`config.mk`:
```
export PLATFORM = sky130hd
export DESIGN_NAME = pedal_sensor_linearizer_flat
export DESIGN_NICKNAME = d
export VERILOG_FILES = /design/src/sv/psl_pkg.sv /design/src/sv/psl_if.sv /design/src/sv/psl_sqrt.sv /design/src/sv/psl_div.sv /design/src/sv/pedal_sensor_linearizer.sv /design/src/flat_wrapper.sv
export SDC_FILE = /design/constraint.sdc
export NUM_CORES = 2
export LEC_CHECK = 0
export ABC_CLOCK_PERIOD_IN_PS = 22800
export BUFFER_PORTS_ARGS = -buffer_cell sky130_fd_sc_hd__buf_4
export CORE_UTILIZATION = 70
export DETAILED_ROUTE_END_ITERATION = 7
export PLACE_DENSITY = 0.95
export SLEW_MARGIN = 15
export SYNTH_ARGS = -nofsm -noshare
export SYNTH_HDL_FRONTEND = slang
export SYNTH_HIERARCHICAL = 1
export SYNTH_SLANG_ARGS = --single-unit
```
`constraint.sdc`:
```
create_clock -name clock -period 22.8 [get_ports clock]
set_input_delay 3.42 -clock clock [delete_from_list [all_inputs] [get_ports clock]]
set_output_delay 3.42 -clock clock [all_outputs]
set_load 0.01 [all_outputs]
```
`src/sv/psl_pkg.sv`:
```
// Pedal sensor linearizer package: widths, sensor coefficients, code limits.
// No dependencies; used by the interfaces and every module of the block.
`default_nettype none
package psl_pkg;

   localparam int ADC_W   = 12;
   localparam int Q_BITS  = 16;
   localparam int CODE_W  = 8;
   localparam int OFF_W   = 8;
   localparam int RAD_W   = 50;   // radicand, always below 2^49
   localparam int NUM_W   = 48;   // signed Q16 datapath
   localparam int DEN_W   = 26;   // divisor k * (a - x)
   localparam int P_W     = 25;
   localparam int ROOT_W  = (RAD_W + 2 * Q_BITS) / 2;
   localparam int ADC_FULL = 4096;

   localparam logic       REQ_CONVERT = 1'b0;
   localparam logic       REQ_CALIB   = 1'b1;

   localparam logic [1:0] SEL_BRAKE = 2'd0;
   localparam logic [1:0] SEL_ACC1  = 2'd1;
   localparam logic [1:0] SEL_ACC2  = 2'd2;
   localparam logic [1:0] SEL_NONE  = 2'd3;

   localparam logic [OFF_W-1:0]  OFF_RESET = 8'd2;

   localparam logic [CODE_W-1:0] CODE_LOW  = 8'd0;
   localparam logic [CODE_W-1:0] CODE_MIN  = 8'd1;
   localparam logic [CODE_W-1:0] CODE_MAX  = 8'd254;
   localparam logic [CODE_W-1:0] CODE_HIGH = 8'd255;

   localparam int TOL  = 10;
   localparam int SPAN = 254;

   localparam logic signed [NUM_W-1:0] VAL_SPAN = NUM_W'(SPAN * (1 << Q_BITS));
   localparam logic signed [NUM_W-1:0] VAL_HIGH = NUM_W'((SPAN + TOL) * (1 << Q_BITS));
   localparam logic signed [NUM_W-1:0] VAL_LOW  = NUM_W'(-TOL * (1 << Q_BITS));
   localparam logic signed [NUM_W-1:0] BRK_BIAS = NUM_W'(1 << Q_BITS);
   localparam logic signed [NUM_W-1:0] ACC_BIAS = NUM_W'(21 * (1 << Q_BITS));

   localparam logic [DEN_W-1:0] DEN_BRK_LIN = 26'd22;
   localparam logic [DEN_W-1:0] DEN_ACC_LIN = 26'd37;
   localparam logic [DEN_W-1:0] DEN_BRK_SCL = 26'd185;

   function automatic logic [24:0] coef_a(input logic [1:0] sel);
      logic [24:0] r;
      unique case (sel)
         SEL_ACC1: r = 25'd310249;
         SEL_ACC2: r = 25'd21846276;
         default:  r = 25'd473344;
      endcase
      return r;
   endfunction

   function automatic logic [25:0] coef_b(input logic [1:0] sel);
      logic [25:0] r;
      unique case (sel)
         SEL_ACC1: r = 26'd665118;
         SEL_ACC2: r = 26'd46552352;
         default:  r = 26'd673148;
      endcase
      return r;
   endfunction

   function automatic logic [24:0] coef_c(input logic [1:0] sel);
      logic [24:0] r;
      unique case (sel)
         SEL_ACC1: r = 25'd407769;
         SEL_ACC2: r = 25'd28606701;
         default:  r = 25'd435029;
      endcase
      return r;
   endfunction

   function automatic logic [12:0] coef_pa(input logic [1:0] sel);
      logic [12:0] r;
      unique case (sel)
         SEL_ACC1: r = 13'd557;
         SEL_ACC2: r = 13'd4674;
         default:  r = 13'd688;
      endcase
      return r;
   endfunction

   function automatic logic [11:0] coef_pb(input logic [1:0] sel);
      logic [11:0] r;
      unique case (sel)
         SEL_ACC1: r = 12'd327;
         SEL_ACC2: r = 12'd2699;
         default:  r = 12'd203;
      endcase
      return r;
   endfunction

   function automatic logic [13:0] coef_k(input logic [1:0] sel);
      logic [13:0] r;
      unique case (sel)
         SEL_ACC1: r = 14'd9120;
         SEL_ACC2: r = 14'd5200;
         default:  r = 14'd406;
      endcase
      return r;
   endfunction

endpackage
`default_nettype wire

```
`src/sv/psl_if.sv`:
```
// Valid/ready channel interfaces for requests and responses.
// Depends on psl_pkg for field widths.
`default_nettype none
interface psl_req_if;
   logic                        valid;
   logic                        ready;
   logic                        req_type;
   logic [1:0]                  sensor_sel;
   logic [psl_pkg::ADC_W-1:0]   adc_reading;

   modport source (output valid, req_type, sensor_sel, adc_reading, input ready);
   modport sink   (input valid, req_type, sensor_sel, adc_reading, output ready);
endinterface

interface psl_rsp_if;
   logic                        valid;
   logic                        ready;
   logic [psl_pkg::CODE_W-1:0]  pedal_code;

   modport source (output valid, pedal_code, input ready);
   modport sink   (input valid, pedal_code, output ready);
endinterface
`default_nettype wire

```
`src/sv/psl_sqrt.sv`:
```
// Bit-serial restoring square root, one root bit per cycle, Q16 result.
// Depends on psl_pkg.
`default_nettype none
module psl_sqrt #(
   parameter int RAD_W = psl_pkg::RAD_W
) (
   input  wire logic                                     clock,
   input  wire logic                                     reset,
   input  wire logic                                     start,
   input  wire logic [RAD_W-1:0]                         radicand,
   output logic                                          busy,
   output logic [(RAD_W + 2*psl_pkg::Q_BITS)/2-1:0]      root
);
   import psl_pkg::*;

   localparam int OP_W  = RAD_W + 2 * Q_BITS;
   localparam int RT_W  = OP_W / 2;
   localparam int REM_W = RT_W + 4;
   localparam int CNT_W = $clog2(RT_W + 1);

   logic              busy_ff, busy_in;
   logic [OP_W-1:0]   op_ff, op_in;
   logic [REM_W-1:0]  rem_ff, rem_in;
   logic [RT_W-1:0]   root_ff, root_in;
   logic [CNT_W-1:0]  cnt_ff, cnt_in;
   logic [REM_W-1:0]  rem_sh, trial;

   always_comb begin
      rem_sh  = {rem_ff[REM_W-3:0], op_ff[OP_W-1 -: 2]};
      trial   = REM_W'({root_ff, 2'b01});
      busy_in = busy_ff;
      op_in   = op_ff;
      rem_in  = rem_ff;
      root_in = root_ff;
      cnt_in  = cnt_ff;
      if (start) begin
         busy_in = 1'b1;
         op_in   = {radicand, {(2*Q_BITS){1'b0}}};
         rem_in  = '0;
         root_in = '0;
         cnt_in  = CNT_W'(RT_W);
      end else if (busy_ff) begin
         op_in  = op_ff << 2;
         cnt_in = cnt_ff - 1'b1;
         if (rem_sh >= trial) begin
            rem_in  = rem_sh - trial;
            root_in = {root_ff[RT_W-2:0], 1'b1};
         end else begin
            rem_in  = rem_sh;
            root_in = {root_ff[RT_W-2:0], 1'b0};
         end
         if (cnt_ff == CNT_W'(1)) begin
            busy_in = 1'b0;
         end
      end
   end

   always_ff @(posedge clock) begin
      if (reset) begin
         busy_ff <= 1'b0;
      end else begin
         busy_ff <= busy_in;
      end
      op_ff   <= op_in;
      rem_ff  <= rem_in;
      root_ff <= root_in;
      cnt_ff  <= cnt_in;
   end

   assign busy = busy_ff;
   assign root = root_ff;
endmodule
`default_nettype wire

```
`src/sv/psl_div.sv`:
```
// Bit-serial restoring divider, signed dividend, positive divisor,
// quotient truncated toward zero. Depends on psl_pkg.
`default_nettype none
module psl_div #(
   parameter int NUM_W = psl_pkg::NUM_W,
   parameter int DEN_W = psl_pkg::DEN_W
) (
   input  wire logic                     clock,
   input  wire logic                     reset,
   input  wire logic                     start,
   input  wire logic signed [NUM_W-1:0]  dividend,
   input  wire logic [DEN_W-1:0]         divisor,
   output logic                          busy,
   output logic signed [NUM_W-1:0]       quotient
);
   import psl_pkg::*;

   localparam int MAG_W = NUM_W - 1;
   localparam int CNT_W = $clog2(MAG_W + 1);

   logic              busy_ff, busy_in;
   logic              neg_ff, neg_in;
   logic [MAG_W-1:0]  dq_ff, dq_in;
   logic [DEN_W-1:0]  rem_ff, rem_in;
   logic [DEN_W-1:0]  den_ff, den_in;
   logic [CNT_W-1:0]  cnt_ff, cnt_in;
   logic [DEN_W:0]    rem_sh;
   logic signed [NUM_W-1:0] mag_full;

   always_comb begin
      rem_sh   = {rem_ff, dq_ff[MAG_W-1]};
      mag_full = dividend[NUM_W-1] ? -dividend : dividend;
      busy_in  = busy_ff;
      neg_in   = neg_ff;
      dq_in    = dq_ff;
      rem_in   = rem_ff;
      den_in   = den_ff;
      cnt_in   = cnt_ff;
      if (start) begin
         busy_in = 1'b1;
         neg_in  = dividend[NUM_W-1];
         dq_in   = mag_full[MAG_W-1:0];
         rem_in  = '0;
         den_in  = divisor;
         cnt_in  = CNT_W'(MAG_W);
      end else if (busy_ff) begin
         cnt_in = cnt_ff - 1'b1;
         if (rem_sh >= {1'b0, den_ff}) begin
            rem_in = DEN_W'(rem_sh - {1'b0, den_ff});
            dq_in  = {dq_ff[MAG_W-2:0], 1'b1};
         end else begin
            rem_in = rem_sh[DEN_W-1:0];
            dq_in  = {dq_ff[MAG_W-2:0], 1'b0};
         end
         if (cnt_ff == CNT_W'(1)) begin
            busy_in = 1'b0;
         end
      end
   end

   always_ff @(posedge clock) begin
      if (reset) begin
         busy_ff <= 1'b0;
      end else begin
         busy_ff <= busy_in;
      end
      neg_ff <= neg_in;
      dq_ff  <= dq_in;
      rem_ff <= rem_in;
      den_ff <= den_in;
      cnt_ff <= cnt_in;
   end

   assign busy     = busy_ff;
   assign quotient = neg_ff ? -signed'({1'b0, dq_ff}) : signed'({1'b0, dq_ff});
endmodule
`default_nettype wire

```
`src/sv/pedal_sensor_linearizer.sv`:
```
// Accelerator requests and brake calibrations run one serial square root and two serial
//   divisions, a brake convert a third division; an invalid-sensor convert returns code 0.
// Throughput: one item at a time; a new beat is taken once the previous result is in
//   the output register or a calibration is done. Reset: synchronous, offsets back to 2,
//   output empty.
`default_nettype none
module pedal_sensor_linearizer (
   input wire logic   clock,
   input wire logic   reset,
   psl_req_if.sink    req,
   psl_rsp_if.source  rsp
);
   import psl_pkg::*;

   typedef enum logic [20:0] {
      ST_IDLE  = 21'h000001, ST_MUL1 = 21'h000002, ST_MUL2 = 21'h000004,
      ST_SUM   = 21'h000008, ST_RAD  = 21'h000010, ST_SQGO = 21'h000020,
      ST_SQW   = 21'h000040, ST_NUM  = 21'h000080, ST_SCL  = 21'h000100,
      ST_DGO1  = 21'h000200, ST_DW1  = 21'h000400, ST_LIN  = 21'h000800,
      ST_LIN2  = 21'h001000, ST_DGO2 = 21'h002000, ST_DW2  = 21'h004000,
      ST_APPLY = 21'h008000, ST_BRK  = 21'h010000, ST_DGO3 = 21'h020000,
      ST_DW3   = 21'h040000, ST_CODE = 21'h080000, ST_EMIT = 21'h100000
   } state_type;

   state_type               state_ff, state_in;
   logic                    type_ff, type_in;
   logic [1:0]              sel_ff, sel_in;
   logic [ADC_W-1:0]        x_ff, x_in;
   logic [2*ADC_W-1:0]      x2_ff, x2_in;
   logic [37:0]             m1_ff, m1_in;
   logic [48:0]             m2_ff, m2_in;
   logic [P_W-1:0]          p_ff, p_in;
   logic [DEN_W-1:0]        d_ff, d_in;
   logic [RAD_W-1:0]        rad_ff, rad_in;
   logic signed [NUM_W-1:0] acc_ff, acc_in;
   logic [OFF_W-1:0]        brk_off_ff, brk_off_in;
   logic [OFF_W-1:0]        a1_off_ff, a1_off_in;
   logic [OFF_W-1:0]        a2_off_ff, a2_off_in;
   logic [CODE_W-1:0]       code_ff, code_in;
   logic                    rsp_valid_ff, rsp_valid_in;
   logic [CODE_W-1:0]       rsp_code_ff, rsp_code_in;

   logic                    sq_start, sq_busy;
   logic [ROOT_W-1:0]       sq_root;
   logic                    dv_start, dv_busy;
   logic [DEN_W-1:0]        dv_den;
   logic signed [NUM_W-1:0] dv_quot;
   logic [OFF_W-1:0]        cur_off, trunc8;
   logic signed [NUM_W-1:0] lin_neg, off_q;
   logic [ADC_W:0]          span_x;
   logic                    out_free;

   psl_sqrt #(.RAD_W(RAD_W)) u_sqrt (
      .clock(clock), .reset(reset), .start(sq_start), .radicand(rad_ff),
      .busy(sq_busy), .root(sq_root)
   );

   psl_div #(.NUM_W(NUM_W), .DEN_W(DEN_W)) u_div (
      .clock(clock), .reset(reset), .start(dv_start), .dividend(acc_ff),
      .divisor(dv_den), .busy(dv_busy), .quotient(dv_quot)
   );

   assign out_free = !rsp_valid_ff || rsp.ready;

   always_comb begin
      unique case (sel_ff)
         SEL_ACC1: cur_off = a1_off_ff;
         SEL_ACC2: cur_off = a2_off_ff;
         default:  cur_off = brk_off_ff;
      endcase
      off_q   = signed'({{(NUM_W-OFF_W-Q_BITS){cur_off[OFF_W-1]}}, cur_off, {Q_BITS{1'b0}}});
      lin_neg = -acc_ff;
      // integer part truncated toward zero
      trunc8  = acc_ff[NUM_W-1] ? OFF_W'(-lin_neg[Q_BITS+OFF_W-1:Q_BITS])
                                : acc_ff[Q_BITS+OFF_W-1:Q_BITS];
      span_x  = (ADC_W+1)'(ADC_FULL) - (ADC_W+1)'(x_ff);
   end

   always_comb begin
      state_in   = state_ff;
      type_in    = type_ff;
      sel_in     = sel_ff;
      x_in       = x_ff;
      x2_in      = x2_ff;
      m1_in      = m1_ff;
      m2_in      = m2_ff;
      p_in       = p_ff;
      d_in       = d_ff;
      rad_in     = rad_ff;
      acc_in     = acc_ff;
      brk_off_in = brk_off_ff;
      a1_off_in  = a1_off_ff;
      a2_off_in  = a2_off_ff;
      code_in    = code_ff;
      sq_start   = 1'b0;
      dv_start   = 1'b0;
      dv_den     = d_ff;
      unique case (state_ff)
         ST_IDLE: begin
            if (req.valid) begin
               type_in = req.req_type;
               sel_in  = req.sensor_sel;
               x_in    = req.adc_reading;
               if (req.sensor_sel == SEL_NONE) begin
                  if (req.req_type == REQ_CONVERT) begin
                     code_in  = CODE_LOW;
                     state_in = ST_EMIT;
                  end
               end else begin
                  state_in = ST_MUL1;
               end
            end
         end
         ST_MUL1: begin
            x2_in    = (2*ADC_W)'(x_ff) * (2*ADC_W)'(x_ff);
            m1_in    = 38'(coef_b(sel_ff)) * 38'(x_ff);
            p_in     = P_W'({coef_pa(sel_ff), {ADC_W{1'b0}}})
                       - P_W'(24'(coef_pb(sel_ff)) * 24'(x_ff));
            d_in     = DEN_W'(27'(coef_k(sel_ff)) * 27'(span_x));
            state_in = ST_MUL2;
         end
         ST_MUL2: begin
            m2_in    = 49'(coef_c(sel_ff)) * 49'(x2_ff);
            state_in = ST_SUM;
         end
         ST_SUM: begin
            rad_in   = RAD_W'({coef_a(sel_ff), {(2*ADC_W){1'b0}}}) + RAD_W'(m2_ff);
            state_in = ST_RAD;
         end
         ST_RAD: begin
            rad_in   = rad_ff - RAD_W'({m1_ff, {ADC_W{1'b0}}});
            state_in = ST_SQGO;
         end
         ST_SQGO: begin
            sq_start = 1'b1;
            state_in = ST_SQW;
         end
         ST_SQW: begin
            if (!sq_busy) begin
               state_in = ST_NUM;
            end
         end
         ST_NUM: begin
            acc_in   = signed'(NUM_W'({p_ff, {Q_BITS{1'b0}}}))
                       - signed'(NUM_W'(sq_root));
            state_in = ST_SCL;
         end
         ST_SCL: begin
            if (sel_ff == SEL_ACC1) begin
               acc_in = acc_ff + (acc_ff <<< 4);
            end
            state_in = ST_DGO1;
         end
         ST_DGO1: begin
            dv_start = 1'b1;
            state_in = ST_DW1;
         end
         ST_DW1: begin
            if (!dv_busy) begin
               acc_in   = dv_quot;
               state_in = ST_LIN;
            end
         end
         ST_LIN: begin
            if (sel_ff == SEL_BRAKE) begin
               acc_in = (acc_ff <<< 5) + (acc_ff <<< 4) + (acc_ff <<< 1) - BRK_BIAS;
            end else begin
               acc_in = (acc_ff <<< 6) + (acc_ff <<< 5) + (acc_ff <<< 2) - ACC_BIAS;
            end
            state_in = ST_LIN2;
         end
         ST_LIN2: begin
            acc_in   = (acc_ff <<< 7) - acc_ff;
            state_in = ST_DGO2;
         end
         ST_DGO2: begin
            dv_den   = (sel_ff == SEL_BRAKE) ? DEN_BRK_LIN : DEN_ACC_LIN;
            dv_start = 1'b1;
            state_in = ST_DW2;
         end
         ST_DW2: begin
            if (!dv_busy) begin
               acc_in   = dv_quot;
               state_in = ST_APPLY;
            end
         end
         ST_APPLY: begin
            if (type_ff == REQ_CALIB) begin
               unique case (sel_ff)
                  SEL_ACC1: a1_off_in  = a1_off_ff + trunc8;
                  SEL_ACC2: a2_off_in  = a2_off_ff + trunc8;
                  default:  brk_off_in = brk_off_ff + trunc8;
               endcase
               state_in = ST_IDLE;
            end else begin
               acc_in   = acc_ff - off_q;
               state_in = (sel_ff == SEL_BRAKE) ? ST_BRK : ST_CODE;
            end
         end
         ST_BRK: begin
            acc_in   = (acc_ff <<< 8) - (acc_ff <<< 1);
            state_in = ST_DGO3;
         end
         ST_DGO3: begin
            dv_den   = DEN_BRK_SCL;
            dv_start = 1'b1;
            state_in = ST_DW3;
         end
         ST_DW3: begin
            if (!dv_busy) begin
               acc_in   = dv_quot;
               state_in = ST_CODE;
            end
         end
         ST_CODE: begin
            priority if (!acc_ff[NUM_W-1] && acc_ff < VAL_SPAN) begin
               code_in = acc_ff[Q_BITS+CODE_W-1:Q_BITS] + 1'b1;
            end else if (acc_ff[NUM_W-1]) begin
               code_in = (acc_ff < VAL_LOW) ? CODE_LOW : CODE_MIN;
            end else begin
               code_in = (acc_ff >= VAL_HIGH) ? CODE_HIGH : CODE_MAX;
            end
            state_in = ST_EMIT;
         end
         ST_EMIT: begin
            if (out_free) begin
               state_in = ST_IDLE;
            end
         end
         default: state_in = ST_IDLE;
      endcase
   end

   // output register decouples the result beat from the request side
   always_comb begin
      rsp_valid_in = rsp_valid_ff;
      rsp_code_in  = rsp_code_ff;
      if (state_ff == ST_EMIT && out_free) begin
         rsp_valid_in = 1'b1;
         rsp_code_in  = code_ff;
      end else if (rsp.ready) begin
         rsp_valid_in = 1'b0;
      end
   end

   always_ff @(posedge clock) begin
      if (reset) begin
         state_ff     <= ST_IDLE;
         brk_off_ff   <= OFF_RESET;
         a1_off_ff    <= OFF_RESET;
         a2_off_ff    <= OFF_RESET;
         rsp_valid_ff <= 1'b0;
      end else begin
         state_ff     <= state_in;
         brk_off_ff   <= brk_off_in;
         a1_off_ff    <= a1_off_in;
         a2_off_ff    <= a2_off_in;
         rsp_valid_ff <= rsp_valid_in;
      end
      type_ff     <= type_in;
      sel_ff      <= sel_in;
      x_ff        <= x_in;
      x2_ff       <= x2_in;
      m1_ff       <= m1_in;
      m2_ff       <= m2_in;
      p_ff        <= p_in;
      d_ff        <= d_in;
      rad_ff      <= rad_in;
      acc_ff      <= acc_in;
      code_ff     <= code_in;
      rsp_code_ff <= rsp_code_in;
   end

   assign req.ready      = (state_ff == ST_IDLE);
   assign rsp.valid      = rsp_valid_ff;
   assign rsp.pedal_code = rsp_code_ff;
endmodule
`default_nettype wire

```
`src/flat_wrapper.sv`:
```
// flat-port wrapper written by rule: the top's interface ports become plain ports
module pedal_sensor_linearizer_flat import psl_pkg::*;
  (clock, reset, req_valid, req_req_type, req_sensor_sel, req_adc_reading, req_ready, rsp_valid, rsp_pedal_code, rsp_ready);
  psl_req_if req_i ();
  psl_rsp_if rsp_i ();
  input wire logic clock;
  input wire logic reset;
  input wire logic [$bits(req_i.valid)-1:0] req_valid;
  input wire logic [$bits(req_i.req_type)-1:0] req_req_type;
  input wire logic [$bits(req_i.sensor_sel)-1:0] req_sensor_sel;
  input wire logic [$bits(req_i.adc_reading)-1:0] req_adc_reading;
  output wire logic [$bits(req_i.ready)-1:0] req_ready;
  output wire logic [$bits(rsp_i.valid)-1:0] rsp_valid;
  output wire logic [$bits(rsp_i.pedal_code)-1:0] rsp_pedal_code;
  input wire logic [$bits(rsp_i.ready)-1:0] rsp_ready;
  assign req_i.valid = req_valid;
  assign req_i.req_type = req_req_type;
  assign req_i.sensor_sel = req_sensor_sel;
  assign req_i.adc_reading = req_adc_reading;
  assign req_ready = req_i.ready;
  assign rsp_valid = rsp_i.valid;
  assign rsp_pedal_code = rsp_i.pedal_code;
  assign rsp_i.ready = rsp_ready;
  pedal_sensor_linearizer u_core (.clock(clock), .reset(reset), .req(req_i), .rsp(rsp_i));
endmodule
```
* After elaboration in Yosys (flattened, before gate mapping)
Index checks and enable logic that the tools add are counted.
Widths: inputs -> output; s select.
** Operators by class
- $mul :: 5
- Bitwise operators :: 1
- Eq/ne operators :: 38
- Muxes and demuxes :: 61
- Reduce and logical (&&, ||, !) cells :: 22
- Add/sub/neg operators :: 26
- Order comparisons :: 5
** Operators with widths (number)
- $pmux 21 s21 :: 1
- $pmux 48 s7 :: 1
- $add 48x48->48 :: 5
- $mux 48 :: 5
- $mux 21 :: 9
- $mux 82 :: 2
- $mux 47 :: 3
- $pmux 26 s2 :: 2
- $pmux 25 s2 :: 2
- $pmux 50 s2 :: 1
- $sub 48x48->48 :: 2
- $mux 26 :: 2
- $add 49x49->50 :: 1
- $mux 25 :: 2
- $sub 50x50->50 :: 1
- $mul 25x24->49 :: 1
- $ge 48x26->1 const B :: 1
- $lt 48x21->1 const B :: 1
- $lt 48x25->1 const B :: 1
- $mul 12x12->24 :: 2
- $mux 8 :: 6
- $neg 47->48 :: 1
- $sub 48x18->48 const B :: 1
- $sub 48x22->48 const B :: 1
- 66 further kinds :: 104
** Storage, ports and cells
- Register bits :: 585
- Input port bits :: 19

* Longest topological paths before layout
- Depth after elaboration :: 5
- Depth in mapped cells :: 33
- Gate-level depth less buffers :: 31

* Modules after synthesis
Netlist, hierarchy kept.
** By module, submodules not included
- pedal_sensor_linearizer :: cells an instance 7101, area an instance 64500.6 um2, seq. area each 9479.1 um2, times used 1
- psl_sqrt :: cells an instance 895, area an instance 8310.5 um2, seq. area each 3323.2 um2, times used 1
- psl_div :: cells an instance 848, area an instance 7632.3 um2, seq. area each 2882.8 um2, times used 1

* Worst setup path before layout
OpenSTA, ideal clock, no wires.
- Path type :: register to register
- Start point :: register u_core.sel_ff[0]
- End point :: register u_core.m2_ff[48], data pin
- Required time :: 22.535 ns
- Cell stages (with the launch flop) :: 29
- Slack :: 14.726 ns
- Arrival time :: 7.809 ns
- Path through :: edfxtp_1 -> inv_1 -> ha_1 -> clkbuf_1 -> clkbuf_1 -> buf_1 -> nand2_1 -> fa_1 -> fa_1 -> fa_1 -> inv_1 -> fa_1 -> fa_1 -> fa_1 -> inv_1 -> fa_1 -> inv_1 -> ha_1 -> nand3_1 -> or3_1 -> o221ai_1 -> nor4b_1 -> nor2_1 -> o21ai_1 -> a21o_1 -> a21o_1 -> nand3_1 -> a311oi_1 -> xnor2_1
** On the way
- Longest elaborated chain between the ends :: 4
- Elaborated cells between the ends (all ways) :: 5
- Those cells by class :: mul (1); eq/ne (2); mux (2)
** RTL lines
- from (decl) :: RTL line pedal_sensor_linearizer.sv:27 : logic [1:0] sel_ff, sel_in;
- from (signal assigned) :: RTL line pedal_sensor_linearizer.sv:261 : sel_ff <= sel_in;
- $eq 2x2->1 or $eq 2x1->1 (tied branches) :: RTL line psl_pkg.sv:67 : unique case (sel)
- $pmux 25 s2 * :: RTL line psl_pkg.sv:67
- $mux 25 * :: RTL line pedal_sensor_linearizer.sv:98 : unique case (state_ff)
- $mul 25x24->49 * :: RTL line pedal_sensor_linearizer.sv:123 : m2_in = 49'(coef_c(sel_ff)) * 49'(x2_ff);
- to (signal assigned) :: RTL line pedal_sensor_linearizer.sv:265 : m2_ff <= m2_in;
- to (decl) :: RTL line pedal_sensor_linearizer.sv:31 : logic [48:0] m2_ff, m2_in;
Mark *: on every way between the ends. The rest lies on a longest branch, timed or not. The select of a mux whose other input is x is not followed.
A chain may end at the register's enable or synchronous reset.

* Worst setup path after layout
- Start point :: register u_core.sel_ff[1]
- End point :: register u_core.m2_ff[48], data pin
Same word-level chain as after synthesis.

==> metrics.md <==
| Metric | Value |
|---|---|
| Dpl hpwl | 194000 um |
| I/O pins | 29 |
| CP peak stage delay | 0.79 ns |
| Row cnt | 123 |
| # Post-CTS Setup Buffers | 0 |
| Critical path type | reg -> reg |
| Routed WL | 246000 um |
| Total core area | 113000 sq um |
| Initial Utilization | 0.710 |
| CTS tree | yes |
| Met3 Track Usage GR | 0.0789 |
| Via/cell ratio | 6.48 |
| GRT Total Usage | 0.422 |
| Slew Viols, Final | 0 |
| Max Clock Freq | 0.105 GHz |
| CP dominant cell by count | fa_1 |
| MaxCap Viol Count | 0 |
| Synth top area cells | fa_1, ha_1, edfxtp_1, inv_1, dfxtp_1 |
| WL/cell | 23.8 um |
| Final worst-path cycle share | 0.419 |
| Critical-path maximum fanout | 47 |
| Data arrival, critical path | 9.95 ns |
| Vias in the first global route | 68400 |
| Syn-to-layout area delta | 4.89% |
| Cell Area, Synth | 80400 sq um |
| DIE AREA | 116000 sq um |
| Min Tclk post-route | 9.55 ns |
| Fraction of layout cells with a size suffix above 1 | 0.0433 |
| Final setup TNS | 0 ns |
| Min-delay worst type | reg -> reg |
| Gr busiest metal | met2 |
| Tightest Pin Transition | 1.29 ns |
| Final WS setup | 13.25 ns |
| GR met1 Demand/Resource | 0.501 |
| Clk Latency, worst-skew pair | 0.68 ns |
| Yosys reg bits | 579 |
| Worst-path clk slew | 0.07 ns |
| Iteration-0 DRC count of the detailed router | 7446 |
| CTS H-tree depth | 3 |
| Via count | 66900 |
| Slowest cell on crit path | ha_2 |
| Yosys Warn Count | 6 |
| Hold Buf Count CTS | 0 |
| Pre-antenna DRT Iters | 7 |
| CP Launch Type | flop |
| Largest net degree at the start of global routing | 93 |
| DIE WIDTH | 341 um |
| Root Buffer | clkbuf_16 |
| Max-slew headroom | 0.141 |
| Sequential share of the synthesized area | 0.195 |
| Post-DRT Antenna Nets | 0 |
| Most common cell after layout, fill and taps aside | inv_1 |
| Bufs on Longest Clock Path | 3 |
| Num Clock Sinks | 579 |
| RSZ-0062 raised after global routing | no |
| Distinct cells, synth | 116 |
| Most frequent cells in the layout | inv_1, ha_1, fa_1 |
| DRC violation count after routing | 0 |
| Post-synth EDFFs | 409 |
| Crit. End Element | flop |
| First-pass GRT wire length | 379000 um |
| Worst Skew | 0.0258 ns |
| Nets | 10700 |
| Met2 usage | 0.693 |
| Antenna violations before repair | 7 |
| Final setup fails | 0 |
| Delay-heaviest family, CP | adder cells |
| Pre-CTS setup slack | 13.48 ns |
| FFs w/ async S/R, synth | 0 |
| DIE HEIGHT | 341 um |
| Synthesized area per cell | 9.10 sq um |
| Final Hold Viols | 0 |
| Post-synth top area cell | fa_1 |
| Syn Inst Count | 8844 |
| Status | complete, no violations |
| Worst Path Required | 23.20 ns |
| Total CTS buffers | 68 |
| WP buf/inv | 5 |
| # port buffers | 28 |
| Post-CTS resize count | 0 |
| Post-synth top area share | 0.195 |
| Overflow after GRT | 0 |
| Top FF cell, synth | edfxtp_1 |
| Gpl congestion | 1.06 |
state kept, by name, summed over array words and instances, names as in the netlist, 37 cells and up:
register              count
u_core/u_sqrt/root       41
u_core/m2_ff             48
u_core/u_sqrt/op_ff      50
u_core/u_div/dq_ff       47
u_core/rad_ff            49
u_core/m1_ff             37
u_core/acc_ff            48
u_core/u_sqrt/rem_ff     43
layout make-up:
class                      instances  area (sq um)
multi-input combinational       6546         58300
timing repair buffer             102           766
tap                             1500          1880
sequential                       579         15700
antenna                            1          2.50
clock buffer                      89          1840
clock inverter                    35           354
inverter                        1473          5530
fill                            7972         28900
final timing paths:
| check | start | endpoint | slack, ns | cells past startpoint |
|---|---|---|---|---|
| worst max-delay path | u_core/sel_ff[1] | u_core/m2_ff[48] | 13.25 | 26 |
| worst min-delay path | u_core/code_ff[2] | u_core/rsp.pedal_code[2] | 0.41 | 0 |
| worst min register to register | u_core/code_ff[2] | u_core/rsp.pedal_code[2] | 0.41 | 0 |
| worst max register to register | u_core/sel_ff[1] | u_core/m2_ff[48] | 13.25 | 26 |
layer usage:
layer / up-vias / routed length, um
li1: 29900 / -
met1: 32000 / 88000
met2: 3946 / 114000
met3: 1079 / 23700
met4: 8 / 20600
met5: - / 55
cell usage after synthesis, types with 170 or more instances:
cell      number
ha_1        1124
dfxtp_1      170
clkbuf_1     202
a21oi_1      525
fa_1         784
o21ai_0      325
xnor2_1      386
inv_1       1466
edfxtp_1     409
nor2_1       694
nand2_1      536
xor2_1       201
a21o_1       190
logic make-up after synthesis:
| kind of cell | share of synthesized area |
|---|---|
| compound gates | 0.143 |
| mux | 0.0200 |
| simple gates | 0.127 |
| fa+ha+maj | 0.370 |
| xor+xnor | 0.0639 |
| flops | 0.195 |
| buf+inv | 0.0809 |
| other cells | 0.0000934 |
per-stage QoR:
stage	util	area, sq um	hold WS (ns)	instances
6_report	0.745	84400	0.409	10300
5_1_grt	0.745	84400	0.416	10300
4_1_cts	0.745	84400	0.412	10300
3_5_place_dp	0.726	82200	0.409	10200
3_3_place_gp	0.726	82200	0.403	10200
2_1_floorplan	-	80400	0.400	8845
Power is not shown: default switching activity piles up to over one toggle a cycle in this logic, so the estimate is an artifact.
